[src/rtl/lr3_pkg.sv]
// Package for the 3D line rasteriser: coordinate widths, word types for the
// command and point channels, the driving-axis code and the line state record.
// Depends on nothing; every other file of the block imports it.
`default_nettype none

package lr3_pkg;

    localparam int COORD_BITS = 12;
    localparam int DELTA_BITS = COORD_BITS + 1;
    localparam int ERR_BITS   = COORD_BITS + 4;

    typedef logic signed [COORD_BITS-1:0] coord_t;
    typedef logic        [DELTA_BITS-1:0] delta_t;
    typedef logic signed [ERR_BITS-1:0]   err_t;

    localparam logic KIND_START   = 1'b0;
    localparam logic KIND_ADVANCE = 1'b1;

    typedef enum logic [1:0] {
        AXIS_X = 2'd0,
        AXIS_Y = 2'd1,
        AXIS_Z = 2'd2
    } axis_t;

    typedef struct packed {
        logic   kind;
        coord_t start_x;
        coord_t start_y;
        coord_t start_z;
        coord_t end_x;
        coord_t end_y;
        coord_t end_z;
    } cmd_word_t;

    typedef struct packed {
        coord_t point_x;
        coord_t point_y;
        coord_t point_z;
        logic   last_point;
        logic   idle;
    } pnt_word_t;

    // Step sign bits: bit 0 x, bit 1 y, bit 2 z; a set bit steps negative.
    typedef struct packed {
        coord_t     cur_x;
        coord_t     cur_y;
        coord_t     cur_z;
        coord_t     drive_end;
        delta_t     delta_major;
        delta_t     delta_minor_a;
        delta_t     delta_minor_b;
        err_t       error_a;
        err_t       error_b;
        logic [2:0] step_signs;
        axis_t      drive_axis;
        logic       active;
    } line_state_t;

endpackage

`default_nettype wire

[src/rtl/lr3_step.sv]
// Combinational line step: from one command word and the current line state
// it forms the next line state and the point word. Depends on lr3_pkg.
`default_nettype none

module lr3_step (
    input  lr3_pkg::cmd_word_t   cmd,
    input  lr3_pkg::line_state_t state,
    output lr3_pkg::line_state_t state_next,
    output lr3_pkg::pnt_word_t   result
);
    import lr3_pkg::*;

    function automatic err_t twice(input delta_t d);
        return err_t'({d, 1'b0});
    endfunction

    function automatic coord_t bump(input coord_t c, input logic neg);
        return neg ? coord_t'(c - coord_t'(1)) : coord_t'(c + coord_t'(1));
    endfunction

    function automatic delta_t magnitude(input logic signed [DELTA_BITS-1:0] d);
        return d[DELTA_BITS-1] ? delta_t'(-d) : delta_t'(d);
    endfunction

    // Start path
    logic signed [DELTA_BITS-1:0] dif_x, dif_y, dif_z;
    delta_t     abs_x, abs_y, abs_z;
    delta_t     new_major, new_minor_a, new_minor_b;
    axis_t      new_axis;
    coord_t     new_end;
    logic [2:0] new_signs;

    // Advance path
    logic   ea_ge, eb_ge;
    logic   step_x, step_y, step_z;
    coord_t adv_x, adv_y, adv_z, adv_major;
    err_t   adv_error_a, adv_error_b;

    assign dif_x = DELTA_BITS'(cmd.end_x) - DELTA_BITS'(cmd.start_x);
    assign dif_y = DELTA_BITS'(cmd.end_y) - DELTA_BITS'(cmd.start_y);
    assign dif_z = DELTA_BITS'(cmd.end_z) - DELTA_BITS'(cmd.start_z);
    assign abs_x = magnitude(dif_x);
    assign abs_y = magnitude(dif_y);
    assign abs_z = magnitude(dif_z);

    // The end at or below the start means a negative step.
    assign new_signs = {dif_z[DELTA_BITS-1] || (dif_z == '0),
                        dif_y[DELTA_BITS-1] || (dif_y == '0),
                        dif_x[DELTA_BITS-1] || (dif_x == '0)};

    always_comb
    begin
        if (abs_x >= abs_y && abs_x >= abs_z)
        begin
            new_axis    = AXIS_X;
            new_end     = cmd.end_x;
            new_major   = abs_x;
            new_minor_a = abs_y;
            new_minor_b = abs_z;
        end
        else if (abs_y >= abs_x && abs_y >= abs_z)
        begin
            new_axis    = AXIS_Y;
            new_end     = cmd.end_y;
            new_major   = abs_y;
            new_minor_a = abs_x;
            new_minor_b = abs_z;
        end
        else
        begin
            new_axis    = AXIS_Z;
            new_end     = cmd.end_z;
            new_major   = abs_z;
            new_minor_a = abs_y;
            new_minor_b = abs_x;
        end
    end

    assign ea_ge = !state.error_a[ERR_BITS-1];
    assign eb_ge = !state.error_b[ERR_BITS-1];

    // Minor a is y for an x or z drive and x for a y drive; minor b is z,
    // except for a z drive where it is x.
    always_comb
    begin
        case (state.drive_axis)
            AXIS_X:
            begin
                step_x = 1'b1;
                step_y = ea_ge;
                step_z = eb_ge;
            end
            AXIS_Y:
            begin
                step_x = ea_ge;
                step_y = 1'b1;
                step_z = eb_ge;
            end
            AXIS_Z:
            begin
                step_x = eb_ge;
                step_y = ea_ge;
                step_z = 1'b1;
            end
            default:
            begin
                step_x = 1'b0;
                step_y = 1'b0;
                step_z = 1'b0;
            end
        endcase
    end

    assign adv_x = step_x ? bump(state.cur_x, state.step_signs[0]) : state.cur_x;
    assign adv_y = step_y ? bump(state.cur_y, state.step_signs[1]) : state.cur_y;
    assign adv_z = step_z ? bump(state.cur_z, state.step_signs[2]) : state.cur_z;

    always_comb
    begin
        case (state.drive_axis)
            AXIS_X:  adv_major = adv_x;
            AXIS_Y:  adv_major = adv_y;
            AXIS_Z:  adv_major = adv_z;
            default: adv_major = adv_x;
        endcase
    end

    assign adv_error_a = state.error_a - (ea_ge ? twice(state.delta_major) : err_t'(0))
                         + twice(state.delta_minor_a);
    assign adv_error_b = state.error_b - (eb_ge ? twice(state.delta_major) : err_t'(0))
                         + twice(state.delta_minor_b);

    always_comb
    begin
        state_next = state;
        result.point_x    = state.cur_x;
        result.point_y    = state.cur_y;
        result.point_z    = state.cur_z;
        result.last_point = 1'b0;
        result.idle       = 1'b0;
        if (cmd.kind == KIND_START)
        begin
            state_next.cur_x         = cmd.start_x;
            state_next.cur_y         = cmd.start_y;
            state_next.cur_z         = cmd.start_z;
            state_next.drive_end     = new_end;
            state_next.delta_major   = new_major;
            state_next.delta_minor_a = new_minor_a;
            state_next.delta_minor_b = new_minor_b;
            state_next.error_a       = twice(new_minor_a) - err_t'(new_major);
            state_next.error_b       = twice(new_minor_b) - err_t'(new_major);
            state_next.step_signs    = new_signs;
            state_next.drive_axis    = new_axis;
            state_next.active        = (new_major != '0);
            result.point_x    = cmd.start_x;
            result.point_y    = cmd.start_y;
            result.point_z    = cmd.start_z;
            result.last_point = (new_major == '0);
        end
        else if (!state.active)
        begin
            result.idle = 1'b1;
        end
        else
        begin
            state_next.cur_x   = adv_x;
            state_next.cur_y   = adv_y;
            state_next.cur_z   = adv_z;
            state_next.error_a = adv_error_a;
            state_next.error_b = adv_error_b;
            state_next.active  = (adv_major != state.drive_end);
            result.point_x    = adv_x;
            result.point_y    = adv_y;
            result.point_z    = adv_z;
            result.last_point = (adv_major == state.drive_end);
        end
    end

endmodule

`default_nettype wire

[src/rtl/line_raster_3d.sv]
// Top level of the 3D line rasteriser: line state register, output register
// and skid register. Depends on lr3_pkg and lr3_step.
`default_nettype none

// A start word loads both endpoints of a line and returns its start point;
// each advance word then returns the next voxel of a 3D Bresenham walk, the
// driving axis being the one of largest extent (x wins ties, then y). The
// word carrying the end point has last_point set; advancing beyond it, or
// before any line was started, repeats the current point with idle set.
// Every command word yields exactly one point word. A word is taken every
// clock while cmd_stall is low: the whole step (delta, axis choice and error
// update) is one pass of adds and compares between the line state register
// and the point register, so one point per cycle is sustained while the
// point side does not stall. The point channel has an output register
// backed by one skid register, so a command is still accepted in the cycle
// in which the point side first stalls; cmd_stall is a register output and
// rises only once both hold data. Coordinates wrap within COORD_BITS.
module line_raster_3d (
    input  wire                 clk,
    input  wire                 rst_n,
    input  wire                 cmd_valid,
    output logic                cmd_stall,
    input  lr3_pkg::cmd_word_t  cmd,
    output logic                pnt_valid,
    input  wire                 pnt_stall,
    output lr3_pkg::pnt_word_t  pnt
);
    import lr3_pkg::*;

    line_state_t state_reg, state_next;
    pnt_word_t   result;
    pnt_word_t   out_reg, skid_reg;
    logic        out_valid_reg, skid_valid_reg;
    logic        cmd_fire, pnt_fire;

    assign cmd_stall = skid_valid_reg;
    assign cmd_fire  = cmd_valid && !cmd_stall;
    assign pnt_valid = out_valid_reg;
    assign pnt       = out_reg;
    assign pnt_fire  = out_valid_reg && !pnt_stall;

    lr3_step u_step (
        .cmd        (cmd),
        .state      (state_reg),
        .state_next (state_next),
        .result     (result)
    );

    // The line state moves on with every accepted word.
    always_ff @(posedge clk or negedge rst_n)
    begin
        if (!rst_n)
        begin
            state_reg <= '0;
        end
        else if (cmd_fire)
        begin
            state_reg <= state_next;
        end
    end

    // Output and skid registers. A new point goes to the output register when
    // that is empty or being emptied; otherwise it parks in the skid register,
    // which drains into the output register as soon as the consumer takes one.
    always_ff @(posedge clk or negedge rst_n)
    begin
        if (!rst_n)
        begin
            out_valid_reg  <= 1'b0;
            skid_valid_reg <= 1'b0;
        end
        else
        begin
            if (cmd_fire)
            begin
                if (out_valid_reg && !pnt_fire)
                begin
                    skid_valid_reg <= 1'b1;
                end
                else
                begin
                    out_valid_reg <= 1'b1;
                end
            end
            else if (pnt_fire)
            begin
                if (skid_valid_reg)
                begin
                    skid_valid_reg <= 1'b0;
                end
                else
                begin
                    out_valid_reg <= 1'b0;
                end
            end
        end
    end

    always_ff @(posedge clk)
    begin
        if (cmd_fire && out_valid_reg && !pnt_fire)
        begin
            skid_reg <= result;
        end
        if (cmd_fire && (!out_valid_reg || pnt_fire))
        begin
            out_reg <= result;
        end
        else if (!cmd_fire && pnt_fire && skid_valid_reg)
        begin
            out_reg <= skid_reg;
        end
    end

`ifndef SYNTH
    a_skid_needs_out: assert property (@(posedge clk) disable iff (!rst_n)
        skid_valid_reg |-> out_valid_reg)
        else $error("skid register holds a point while the output register is empty");

    a_stall_fills_skid: assert property (@(posedge clk) disable iff (!rst_n)
        (cmd_fire && out_valid_reg && pnt_stall) |=> skid_valid_reg)
        else $error("point accepted under output stall was not parked");

    a_idle_not_last: assert property (@(posedge clk) disable iff (!rst_n)
        (pnt_valid && pnt.idle) |-> !pnt.last_point)
        else $error("idle point marked as line end");

    a_idle_holds_state: assert property (@(posedge clk) disable iff (!rst_n)
        (cmd_fire && cmd.kind == KIND_ADVANCE && !state_reg.active) |=> $stable(state_reg))
        else $error("advance without a line changed the line state");

    a_last_ends_line: assert property (@(posedge clk) disable iff (!rst_n)
        (cmd_fire && result.last_point) |=> !state_reg.active)
        else $error("line still active after its end point");
`endif

endmodule

`default_nettype wire

[config.mk]
export PLATFORM = sky130hd
export DESIGN_NAME = line_raster_3d
export DESIGN_NICKNAME = d
export VERILOG_FILES = /design/src/rtl/lr3_pkg.sv /design/src/rtl/lr3_step.sv /design/src/rtl/line_raster_3d.sv
export SDC_FILE = /design/constraint.sdc
export NUM_CORES = 1
export LEC_CHECK = 0
export BUFFER_PORTS_ARGS = -buffer_cell sky130_fd_sc_hd__buf_4
export CAP_MARGIN = 20
export CORE_MARGIN = 5
export CORE_UTILIZATION = 30
export CTS_CLUSTER_SIZE = 14
export DETAILED_ROUTE_END_ITERATION = 16
export PLACE_DENSITY = 0.46
export SETUP_SLACK_MARGIN = 0.4
export SYNTH_ARGS = -nofsm -noshare
export SYNTH_HDL_FRONTEND = slang
export SYNTH_HIERARCHICAL = 1
export SYNTH_SLANG_ARGS = --single-unit
export TNS_END_PERCENT = 10
[constraint.sdc]
create_clock -name clk -period 7.35 [get_ports clk]
set_clock_uncertainty 0.1 [all_clocks]
set_input_delay 1.47 -clock clk [delete_from_list [all_inputs] [get_ports clk]]
set_output_delay 1.47 -clock clk [all_outputs]
set_load 0.01 [all_outputs]
# Word-level counts from Yosys, hierarchy flattened
# Cells that the tools add are included.
[word_totals]
ff_bits = 203
latchBits = 0
mem_bits_rw = 0
rom_bits = 0
input_bits = 77
out_inout_bits = 40
word_cells = 134
memories = 0
[classes]
add_sub_neg = 18
mul = 0
n_div = 0
n_lt_le_gt_ge = 4
n_eq_ne = 8
shift = 0
n_mux = 44
n_bitwise = 1
reduce_logical = 35
[ops]
columns = ["operator", "n"]
rows = [
  ["$mux 13", 9],
  ["$mux 12", 8],
  ["$mux 38", 2],
  ["$mux 37", 2],
  ["$mux 36", 2],
  ["$mux 32", 2],
  ["$ge 13x13->1", 4],
  ["$logic_not 13->1", 4],
  ["$neg 13->13", 3],
  ["$sub 12x12->13", 3],
  ["$add 12x2->12 const B", 3],
  ["$sub 12x2->12 const B", 3],
  ["$add 16x15->16", 2],
  ["$sub 16x16->16", 2],
  ["$sub 14x13->15", 2],
  ["$mux 14", 2],
  ["$pmux 12 s2", 1],
  ["$reduce_bool 13->1", 1],
  ["$eq 12x12->1", 1],
  ["$ne 12x12->1", 1],
  ["$mux 1", 11],
  ["$logic_and 1x1->1", 10],
  ["$logic_not 1->1", 7],
  ["$ne 2x1->1 const B", 3],
  ["13 further kinds", 22],
]

# Longest topological paths before layout
# Gate-level depths: netlist (run 1).
[depth]
word_depth = 10
depth_mapped = 38
depth_no_buf = 36

# Cells and area by module
# Netlist (run 1), hierarchy kept.
[modules_own_cells]
columns = ["mod", "n_inst", "cells_per_inst", "area_each_um2", "seq_area_each_um2"]
rows = [
  ["lr3_step", 1, 1807, 12306.8, 0.0],
  ["line_raster_3d", 1, 660, 7599.8, 5460.2],
]

# Worst setup path after synthesis (run 1)
# OpenSTA, ideal clock, no wires.
[synth_path]
path_kind = "input to register"
from = "in cmd[24] (netlist bit)"
to = "reg state_reg[37] (netlist bit)"
setup_time_ns = 0.065
arrival_time_ns = 9.872
required_time_ns = 7.185
setup_slack_ns = -2.687
path_stages = 37
n_path_buf = 4
path_cell_list = "inv_1 > ha_1 > fa_1 > nand2b_1 > a21oi_1 > a2bb2oi_2 > a31oi_2 > o32a_1 > clkbuf_1 > a21oi_1 > inv_1 > ha_1 > a21o_1 > a21o_1 > a21o_1 > a21o_1 > a2111oi_0 > o21ai_0 > maj3_1 > o22ai_2 > o211a_2 > clkbuf_1 > clkbuf_1 > clkbuf_1 > mux2i_1 > fa_1 > a221o_1 > o22ai_2 > o31ai_4 > o311ai_4 > o2111ai_1 > a2111oi_0 > o22ai_1 > a31o_1 > o211ai_1 > nand2_1 > nand2_1"
[synth_lines]
columns = ["element", "line_no", "source"]
rows = [
  ["from (decl)", "line_raster_3d.sv:23", "input lr3_pkg::cmd_word_t cmd,"],
  ["to (signal assigned)", "line_raster_3d.sv:58", "state_reg <= state_next;"],
  ["to (decl)", "line_raster_3d.sv:30", "line_state_t state_reg, state_next;"],
]

==> reports/summary.txt, run 1 <==
========================================================================================
CTS tree ..................................................................        built
Worst slack at placement ..................................................    -1.563 ns
Slowest stage delay, CP ...................................................      0.41 ns
Number of buffers added to fix hold violations after cts ..................            0
Share of layout cells above drive strength 1 ..............................       0.2822
Number of flip-flops under the largest register name ......................          123
Startpoint type of the worst setup path ...................................    input pin
Register cell area after layout ...........................................     5414 µm²
Data arrival time of the worst path .......................................      8.29 ns
Layout overhead on the synthesized area ...................................       33.16%
Violated checks ........................................................... setup timing
Maximum buffer depth of the clock tree ....................................            3
IO Pins ...................................................................          117
Period minus WS final .....................................................     7.873 ns
Summed instance area of the synthesized netlist ...........................    19820 µm²
Area of combinational cells with multiple inputs ..........................    13480 µm²
Worst-Margin Slew .........................................................     1.034 ns
Hold Path Stages ..........................................................            2
Number of CTS-inserted buffers ............................................           29
DRC violation total after the first TritonRoute iteration .................         1145
Slowest cell on the critical path ......................................... sky130_fd_sc_hd__a2111oi_4
Average detailed-routed wire length per instance ..........................     18.45 µm
Max Cap Violations ........................................................            0
Tot GR Track Use ..........................................................       0.1936
Setup slack of the most critical reg-to-reg path ..........................      2.11 ns
Antenna violations before repair ..........................................            0
Worst relative slew slack .................................................       0.3109
Status .................................................................... complete, but fails checks
Via count of the first global-routing pass ................................        19114
Count of final hold-check violations ......................................            0
Worst Slack Setup Final ...................................................   -0.5235 ns
Routability cong. .........................................................       0.9174
Filler cell count .........................................................         6759
Overall overflow remaining after global route .............................            0
First-pass GRT wire length ................................................    109800 µm
Portion of the clock cycle consumed by the worst path in the final layout .        1.071
Final setup violation count ...............................................           18
Number of max-slew violations in the final report .........................            0
Critical path data required time ..........................................      7.77 ns
Clk slew on worst S/H paths ...............................................      0.06 ns
Peak clock frequency supported by timing ..................................   0.1270 GHz
Root buffer cell .......................................................... sky130_fd_sc_hd__clkbuf_16
CTS Sinks .................................................................          201
Starting Density ..........................................................       0.3020
Warnings, synthesis .......................................................            6
Vert. Die Dim .............................................................     267.0 µm
Startpoint of the worst-slack reg-to-reg timing path ...................... state_reg[5]
Worst setup EP type .......................................................     register
Total wire length after detailed routing ..................................     70590 µm
RSZ-0062 raised after global routing ......................................          yes
Mean instance size in the synthesized netlist .............................    8.066 µm²
Worst hold-check path type ................................................   reg -> reg
Core outline area .........................................................    65630 µm²
Count of nets after finishing .............................................         3196
Antenna-violating nets left ...............................................            0
Number of optimization iterations in the first detailed-route pass ........            5
Nets in the synthesized netlist ...........................................         2714
Via count of the routed design ............................................        19029
Crit path top cell by count ............................................... sky130_fd_sc_hd__a21o_1
Count of standard-cell rows ...............................................           94
Crit Path Max Fanout ......................................................            5
End point of the most critical hold path .................................. state_reg[32]
Antenna cells .............................................................            0
Critical hold path startpoint ............................................. state_reg[32]
Total DRC errors in the routed layout .....................................            0
H-tree depth ..............................................................            1
Chip width ................................................................     267.0 µm
Reg2reg end ...............................................................       pnt[1]
Largest net degree at the start of global routing .........................           83
Later-pin clock latency in the skew report ................................      0.58 ns
Depth of the most critical reg-to-reg path ................................           21
Worst Setup Path Type .....................................................    in -> reg
Total Die Area ............................................................    71300 µm²
Mapped Cells ..............................................................         2457
Average via count per standard cell .......................................        4.974
Buffers added on ports ....................................................          116
Placed wire-length estimate ...............................................     54710 µm
========================================================================================
-- per-stage QoR --
stage               utilization  hold slack (ns)  TNS (ns)  instance area, µm²  instances
CTS                      0.3995           0.3708    -4.845               26220       3824
floorplan                     -           0.3387    -14.99               20040       2457
finish                   0.4021           0.3632    -4.533               26390       3826
global route             0.4021           0.3919    -11.14               26390       3826
detailed placement       0.3760           0.3607    -32.21               24680       3752
global placement         0.3760           0.3560    -27.16               24680       3752
-- worst max-delay path by stage --
stage                        from             to  slack (ns)  depth (start not counted)
after floorplan           cmd[24]  state_reg[37]       -1.22                         37
after global placement    cmd[12]  state_reg[37]       -1.39                         35
after detailed placement  cmd[24]  state_reg[37]       -1.56                         36
after CTS                 cmd[24]  state_reg[37]       -0.55                         35
after global routing      cmd[24]  state_reg[37]       -0.78                         35
final                     cmd[24]  state_reg[37]       -0.52                         35
-- repair_timing --
item | in CTS | in global routing
endpoints found under the setup margin | 31 | 31
pin swaps | 47 | 14
gates cloned | 0 | 0
gates resized for setup | 72 | 29
buffers inserted | 18 | 1
-- area by class of cell --
type / count / area share
tap: 864 / 0.04096
timing repair buffer: 590 / 0.1701
sequential: 201 / 0.2051
clock inverter: 13 / 0.007586
multi-input combinational: 1879 / 0.5106
inverter: 238 / 0.03414
clock buffer: 41 / 0.03148
-- layout by cell type (no fill, tap or decap), types with 31 or more instances in the layout --
cell	n
sky130_fd_sc_hd__dfrtp_1	124
sky130_fd_sc_hd__fa_1	31
sky130_fd_sc_hd__buf_4	580
sky130_fd_sc_hd__o21bai_1	31
sky130_fd_sc_hd__nand2_1	535
sky130_fd_sc_hd__mux2i_1	48
sky130_fd_sc_hd__nor2b_1	34
sky130_fd_sc_hd__edfxtp_1	76
sky130_fd_sc_hd__ha_1	137
sky130_fd_sc_hd__a21oi_1	143
sky130_fd_sc_hd__inv_1	229
sky130_fd_sc_hd__xor2_1	49
sky130_fd_sc_hd__o21ai_0	118
sky130_fd_sc_hd__a21o_1	31
sky130_fd_sc_hd__o211ai_1	39
sky130_fd_sc_hd__xnor2_1	96
sky130_fd_sc_hd__nor2_1	128
-- critical path: cells and delay by family --
kind | cells | cell delay [ns]
compound gates | 23 | 4.79
fa+ha+maj | 5 | 1.42
simple gates | 4 | 0.38
buf+inv | 3 | 0.20
-- per-layer routing --
layer,track usage,part of all wire
met1,0.2664,0.46
met2,0.3182,0.46
met4,0.06368,0.037
met5,0,0
met3,0.02231,0.038
Power of run 1 is not shown: default switching activity piles up to over one toggle a cycle in this logic, so the estimate is an artifact.
==> run 2, diff against run 1 <==
--- a/config.mk
+++ b/config.mk
@@ -13,6 +13,7 @@
 export DETAILED_ROUTE_END_ITERATION = 16
 export PLACE_DENSITY = 0.46
 export SETUP_SLACK_MARGIN = 0.4
+export SKIP_LAST_GASP = 1
 export SYNTH_ARGS = -nofsm -noshare
 export SYNTH_HDL_FRONTEND = slang
 export SYNTH_HIERARCHICAL = 1
==> run 2 against run 1 <==
Effect of this change: the run still ends with setup timing left; first-iteration DRC count rose by 1.2%; count of clock-buffer cells in the layout did not move; worst hold slack barely moved; non-clock buffer count rose by 1; die area did not move; critical path depth did not move; final area fell by 0.26%; final cell count barely moved; wire length barely moved; global-route usage barely moved; register-to-register slack improved by 0.02 ns; critical path type unchanged; highest routed layer unchanged.
==> reports/summary.txt, run 2 (synthesis gave the netlist of run 1 again) <==
========================================================================================
Antenna violations before repair ..........................................            0   unchanged
Launching instance or port of the critical path ...........................      cmd[24]
Chip width ................................................................     267.0 µm   unchanged
Antenna cells .............................................................            0   unchanged
Critical hold path startpoint ............................................. state_reg[32]
First-pass GRT wire length ................................................    109700 µm   -0.16%
Number of CTS-inserted buffers ............................................           29   unchanged
CTS Sinks .................................................................          201   unchanged
Violated checks ........................................................... setup timing
Average detailed-routed wire length per instance ..........................     18.45 µm   about the same
Worst Slack Setup Final ...................................................   -0.5103 ns   +0.01320 ns
Routability cong. .........................................................       0.9174   unchanged
DRC violation total after the first TritonRoute iteration .................         1159   +1.2%
Number of optimization iterations in the first detailed-route pass ........            5   unchanged
Largest net degree at the start of global routing .........................           83   unchanged
Count of nets after finishing .............................................         3197   +0.031%
Register cell area after layout ...........................................     5414 µm²   unchanged
Placed wire-length estimate ...............................................     54710 µm   unchanged
Final Util ................................................................       0.4011   -0.001029
Peak clock frequency supported by timing ..................................   0.1272 GHz   +0.17%
Via count of the routed design ............................................        18987   -0.22%
Maximum buffer depth of the clock tree ....................................            3   unchanged
Period minus WS final .....................................................     7.860 ns   -0.01320 ns
Crit path top cell by count ............................................... sky130_fd_sc_hd__a21o_1
Filler cell count .........................................................         6756   -0.044%
Worst hold-check path type ................................................   reg -> reg
Worst-Margin Slew .........................................................     1.043 ns   +0.008974 ns
Worst setup EP type .......................................................     register
Final setup violation count ...............................................           19   +1
Root buffer cell .......................................................... sky130_fd_sc_hd__clkbuf_16
Startpoint type of the worst setup path ...................................    input pin
Total DRC errors in the routed layout .....................................            0   unchanged
Buffers added on ports ....................................................          116   unchanged
Area of combinational cells with multiple inputs ..........................    13410 µm²   -0.47%
Startpoint of the worst-slack reg-to-reg timing path ...................... state_reg[5]
Crit Path Max Fanout ......................................................            5   unchanged
Antenna-violating nets left ...............................................            0   unchanged
Average via count per standard cell .......................................        4.961   -0.25%
Starting Density ..........................................................       0.3020   unchanged
Number of buffers added to fix hold violations after cts ..................            0   unchanged
Core outline area .........................................................    65630 µm²   unchanged
Highest-count cells in the layout ignoring fill and taps .................. sky130_fd_sc_hd__buf_4 (584), sky130_fd_sc_hd__nand2_1 (537), sky130_fd_sc_hd__inv_1 (229)
Number of max-slew violations in the final report .........................            0   unchanged
Portion of the clock cycle consumed by the worst path in the final layout .        1.069   -0.001796
Most common library cell in the layout ignoring fill and taps ............. sky130_fd_sc_hd__buf_4
Count of final hold-check violations ......................................            0   unchanged
Clk slew on worst S/H paths ...............................................      0.06 ns   about the same
Max Cap Violations ........................................................            0   unchanged
Slowest stage delay, CP ...................................................      0.41 ns   about the same
Later-pin clock latency in the skew report ................................      0.58 ns   about the same
Total Die Area ............................................................    71300 µm²   unchanged
Overall overflow remaining after global route .............................            0   unchanged
Data arrival time of the worst path .......................................      8.28 ns   about the same
Number of flip-flops under the largest register name ......................          123   unchanged
Total wire length after detailed routing ..................................     70620 µm   about the same
Count of standard-cell rows ...............................................           94   unchanged
H-tree depth ..............................................................            1   unchanged
Layout overhead on the synthesized area ...................................       32.82%
Slowest cell on the critical path ......................................... sky130_fd_sc_hd__a2111oi_4
CTS tree ..................................................................        built
IO Pins ...................................................................          117   unchanged
Via count of the first global-routing pass ................................        19051   -0.33%
Tot GR Track Use ..........................................................       0.1933   -0.0002715
Share of layout cells above drive strength 1 ..............................       0.2788   -0.003470
RSZ-0062 raised after global routing ......................................          yes
Worst Setup Path Type .....................................................    in -> reg
Worst relative slew slack .................................................       0.3040   -0.006995
Status .................................................................... complete, but fails checks
Critical path data required time ..........................................      7.77 ns   about the same
Vert. Die Dim .............................................................     267.0 µm   unchanged
========================================================================================
==> run 2: cell count changes in the layout (fill, tap and decap cells not counted), moves of 3 or more <==
| cell | change |
|---|---|
| sky130_fd_sc_hd__o21ai_1 | -6 |
| sky130_fd_sc_hd__o21ai_0 | +6 |
| sky130_fd_sc_hd__buf_4 | +4 |
| sky130_fd_sc_hd__buf_6 | -3 |
==> run 2: final cells by class <==
| cell class | count | share of cell area |
|---|---|---|
| clock buffer | 41 | 0.03156 |
| clock inverter | 13 | 0.007605 |
| inverter | 238 | 0.03422 |
| multi-input combinational | 1879 | 0.5095 |
| sequential | 201 | 0.2057 |
| tap | 864 | 0.04107 |
| timing repair buffer | 591 | 0.1704 |
==> run 2: worst max-delay path: cells and delay by family <==
kind	cells	cell delay (ns)
buf+inv	3	0.20
simple gates	5	0.58
compound gates	22	4.60
fa+ha+maj	5	1.43
==> run 2: stage by stage <==
stage | area (µm²) | worst slack (ns) | TNS (ns) | cells | hold slack (ns)
floorplan | 20040 | -1.222 | -14.99 | 2457 | 0.3387
global route | 26320 | -0.7839 | -13.58 | 3827 | 0.3919
finish | 26320 | -0.5103 | -5.723 | 3827 | 0.3633
global placement | 24680 | -1.386 | -27.16 | 3752 | 0.3560
detailed placement | 24680 | -1.563 | -32.21 | 3752 | 0.3607
CTS | 26150 | -0.5543 | -6.297 | 3824 | 0.3708
==> run 2: final timing paths <==
| path | endpoint | slack [ns] | cells after the start |
|---|---|---|---|
| min reg2reg | state_reg[32] | 0.36 | 2 |
| min | state_reg[32] | 0.36 | 2 |
| max reg2reg | state_reg[0] | 2.13 | 22 |
| max | state_reg[37] | -0.51 | 35 |
| max in group asynchronous | state_reg[49] | 5.03 | 2 |
| min in group asynchronous | state_reg[28] | 0.86 | 1 |
==> run 2: repair_timing <==
item | in CTS | in global routing
buffers inserted | 18 | 2
endpoints found under the setup margin | 31 | 36
pin swaps | 38 | 15
gates resized for setup | 54 | 25
==> run 2: layer usage <==
layer / global-route usage / routed length, µm
met1: 0.2666 / 32790
met2: 0.3188 / 32500
met3: 0.02185 / 2685
met4: 0.06063 / 2642
met5: 0 / 0
Power of run 2 is left out for the same reason.
==> run 3, diff against run 2 <==
--- a/config.mk
+++ b/config.mk
@@ -5,13 +5,13 @@
 export SDC_FILE = /design/constraint.sdc
 export NUM_CORES = 1
 export LEC_CHECK = 0
-export BUFFER_PORTS_ARGS = -buffer_cell sky130_fd_sc_hd__buf_4
 export CAP_MARGIN = 20
 export CORE_MARGIN = 5
 export CORE_UTILIZATION = 30
 export CTS_CLUSTER_SIZE = 14
 export DETAILED_ROUTE_END_ITERATION = 16
-export PLACE_DENSITY = 0.46
+export DONT_BUFFER_PORTS = 1
+export PLACE_DENSITY = 0.45
 export SETUP_SLACK_MARGIN = 0.4
 export SKIP_LAST_GASP = 1
 export SYNTH_ARGS = -nofsm -noshare
==> run 3 against run 2 <==
Effect of this change: the flow still finishes with violations (setup timing); non-clock buffer count shrank 137; maximum frequency about the same; sequential share of layout area up 0.96 points; flip-flop and latch count unchanged; count of clock-buffer cells in the layout unchanged; die area stayed put; final area is 4.5% lower; worst setup slack better by 0.0021 ns; wire length is 0.24% higher; via count decreased by 3.2%; worst hold slack better by 0.0053 ns; global-route usage down 0.053 points; critical endpoint unchanged; largest cell class unchanged.
==> reports/summary.txt, run 3 (synthesis gave the netlist of run 1 again) <==
========================================================================================
Total DRC errors in the routed layout .....................................            0   unchanged
Share of layout cells above drive strength 1 ..............................       0.2391   -0.03966
Clk slew on worst S/H paths ...............................................      0.06 ns   about the same
IO Pins ...................................................................          117   unchanged
Later-pin clock latency in the skew report ................................      0.58 ns   about the same
Number of buffers added to fix hold violations after cts ..................            0   unchanged
Overall overflow remaining after global route .............................            0   unchanged
Count of nets after finishing .............................................         3059   -4.3%
Average detailed-routed wire length per instance ..........................     19.20 µm   +4.0%
H-tree depth ..............................................................            1   unchanged
Antenna cells .............................................................            0   unchanged
Slowest cell on the critical path ......................................... sky130_fd_sc_hd__o32a_4
Placed wire-length estimate ...............................................     54410 µm   -0.54%
CTS Sinks .................................................................          201   unchanged
Critical path data required time ..........................................      7.77 ns   about the same
Count of standard-cell rows ...............................................           94   unchanged
Tot GR Track Use ..........................................................       0.1928   -0.0005296
DRC violation total after the first TritonRoute iteration .................         1144   -1.3%
First-pass GRT wire length ................................................    108900 µm   -0.70%
Total Die Area ............................................................    71300 µm²   unchanged
Number of CTS-inserted buffers ............................................           28   -3.4%
Final Util ................................................................       0.3831   -0.01796
Routability cong. .........................................................       0.9143   -0.34%
Layout overhead on the synthesized area ...................................       26.87%
Crit path top cell by count ............................................... sky130_fd_sc_hd__a21o_1
Violated checks ........................................................... setup timing
Data arrival time of the worst path .......................................      8.27 ns   about the same
Antenna-violating nets left ...............................................            0   unchanged
Worst setup EP type .......................................................     register
Antenna violations before repair ..........................................            2   +2
RSZ-0062 raised after global routing ......................................          yes
CTS tree ..................................................................        built
Portion of the clock cycle consumed by the worst path in the final layout .        1.069   about the same
Total wire length after detailed routing ..................................     70790 µm   +0.24%
Worst Slack Setup Final ...................................................   -0.5081 ns   +0.002112 ns
Maximum buffer depth of the clock tree ....................................            3   unchanged
Worst Setup Path Type .....................................................    in -> reg
Core outline area .........................................................    65630 µm²   unchanged
Slowest stage delay, CP ...................................................      0.45 ns   +0.04 ns
Worst-Margin Slew .........................................................    0.9206 ns   -0.1220 ns
Number of flip-flops under the largest register name ......................          123   unchanged
Startpoint type of the worst setup path ...................................    input pin
Root buffer cell .......................................................... sky130_fd_sc_hd__clkbuf_16
Worst hold-check path type ................................................   reg -> reg
Most common library cell in the layout ignoring fill and taps ............. sky130_fd_sc_hd__nand2_1
Period minus WS final .....................................................     7.858 ns   -0.002112 ns
Vert. Die Dim .............................................................     267.0 µm   unchanged
Starting Density ..........................................................       0.3020   unchanged
Peak clock frequency supported by timing ..................................   0.1273 GHz   about the same
Final worst hold slack ....................................................    0.3685 ns   +0.005255 ns
Via count of the first global-routing pass ................................        18446   -3.2%
Average via count per standard cell .......................................        4.984   +0.45%
Worst relative slew slack .................................................       0.3863   +0.08232
Number of max-slew violations in the final report .........................            0   unchanged
Chip width ................................................................     267.0 µm   unchanged
Crit Path Max Fanout ......................................................            6   +1
Via count of the routed design ............................................        18375   -3.2%
Final setup violation count ...............................................           20   +1
Largest net degree at the start of global routing .........................          202   +140%
Buffers added on ports ....................................................            0   -100%
Highest-count cells in the layout ignoring fill and taps .................. sky130_fd_sc_hd__nand2_1 (537), sky130_fd_sc_hd__buf_4 (445), sky130_fd_sc_hd__inv_1 (228)
Count of final hold-check violations ......................................            0   unchanged
Max Cap Violations ........................................................            0   unchanged
Status .................................................................... complete, but fails checks
Number of optimization iterations in the first detailed-route pass ........            5   unchanged
========================================================================================
[run 3: per-layer routing]
layer | share of wire | global-route usage | vias up | routed length [µm]
met3 | 0.045 | 0.03060 | 79 | 3179
met1 | 0.46 | 0.2602 | 8876 | 32730
li1 | - | - | 9093 | -
met2 | 0.47 | 0.3295 | 325 | 33380
met5 | 0.00018 | 0 | - | 13
met4 | 0.021 | 0.03765 | 2 | 1486
[run 3: repair_timing]
item | CTS | global route
endpoints found under the setup margin | 29 | 31
pin swaps | 35 | 39
buffers inserted | 17 | 12
gates resized for setup | 46 | 30
[run 3: through the flow]
stage,TNS (ns),instances,cell area (µm²),setup WS (ns)
after global routing,-11.40,3687,25140,-0.7198
after global placement,-23.92,3604,23570,-1.279
after CTS,-4.213,3673,24870,-0.4734
after floorplan,-14.99,2457,20040,-1.222
after detailed placement,-27.39,3605,23590,-1.503
final,-4.874,3687,25140,-0.5081
[run 3: area by class of cell]
cell class | count | area, µm²
clock buffers | 41 | 789.5
clock inverters | 10 | 108.9
fillers | 6662 | 40480
inverters | 238 | 909.6
multi-input cells | 1879 | 13360
flip-flops and latches | 201 | 5414
well taps | 864 | 1081
repair buffers | 454 | 3486
[run 3: path summary, 6_finish.rpt]
check	from	end	slack, ns	depth (start not counted)
max in group asynchronous	rst_n	state_reg[87]	6.37	0
min in group asynchronous	rst_n	state_reg[43]	0.49	0
hold reg to reg	state_reg[39]	state_reg[39]	0.37	2
setup / recovery	cmd[24]	state_reg[37]	-0.51	34
setup reg to reg	state_reg[21]	state_reg[21]	2.04	23
hold / removal	state_reg[39]	state_reg[39]	0.37	2
[run 3: critical path: cells and delay by family]
family	cells	cell delay, ns
compound gates	23	4.88
simple gates	4	0.38
fa+ha+maj	5	1.42
buf+inv	2	0.09
Power of run 3 is left out for the same reason.
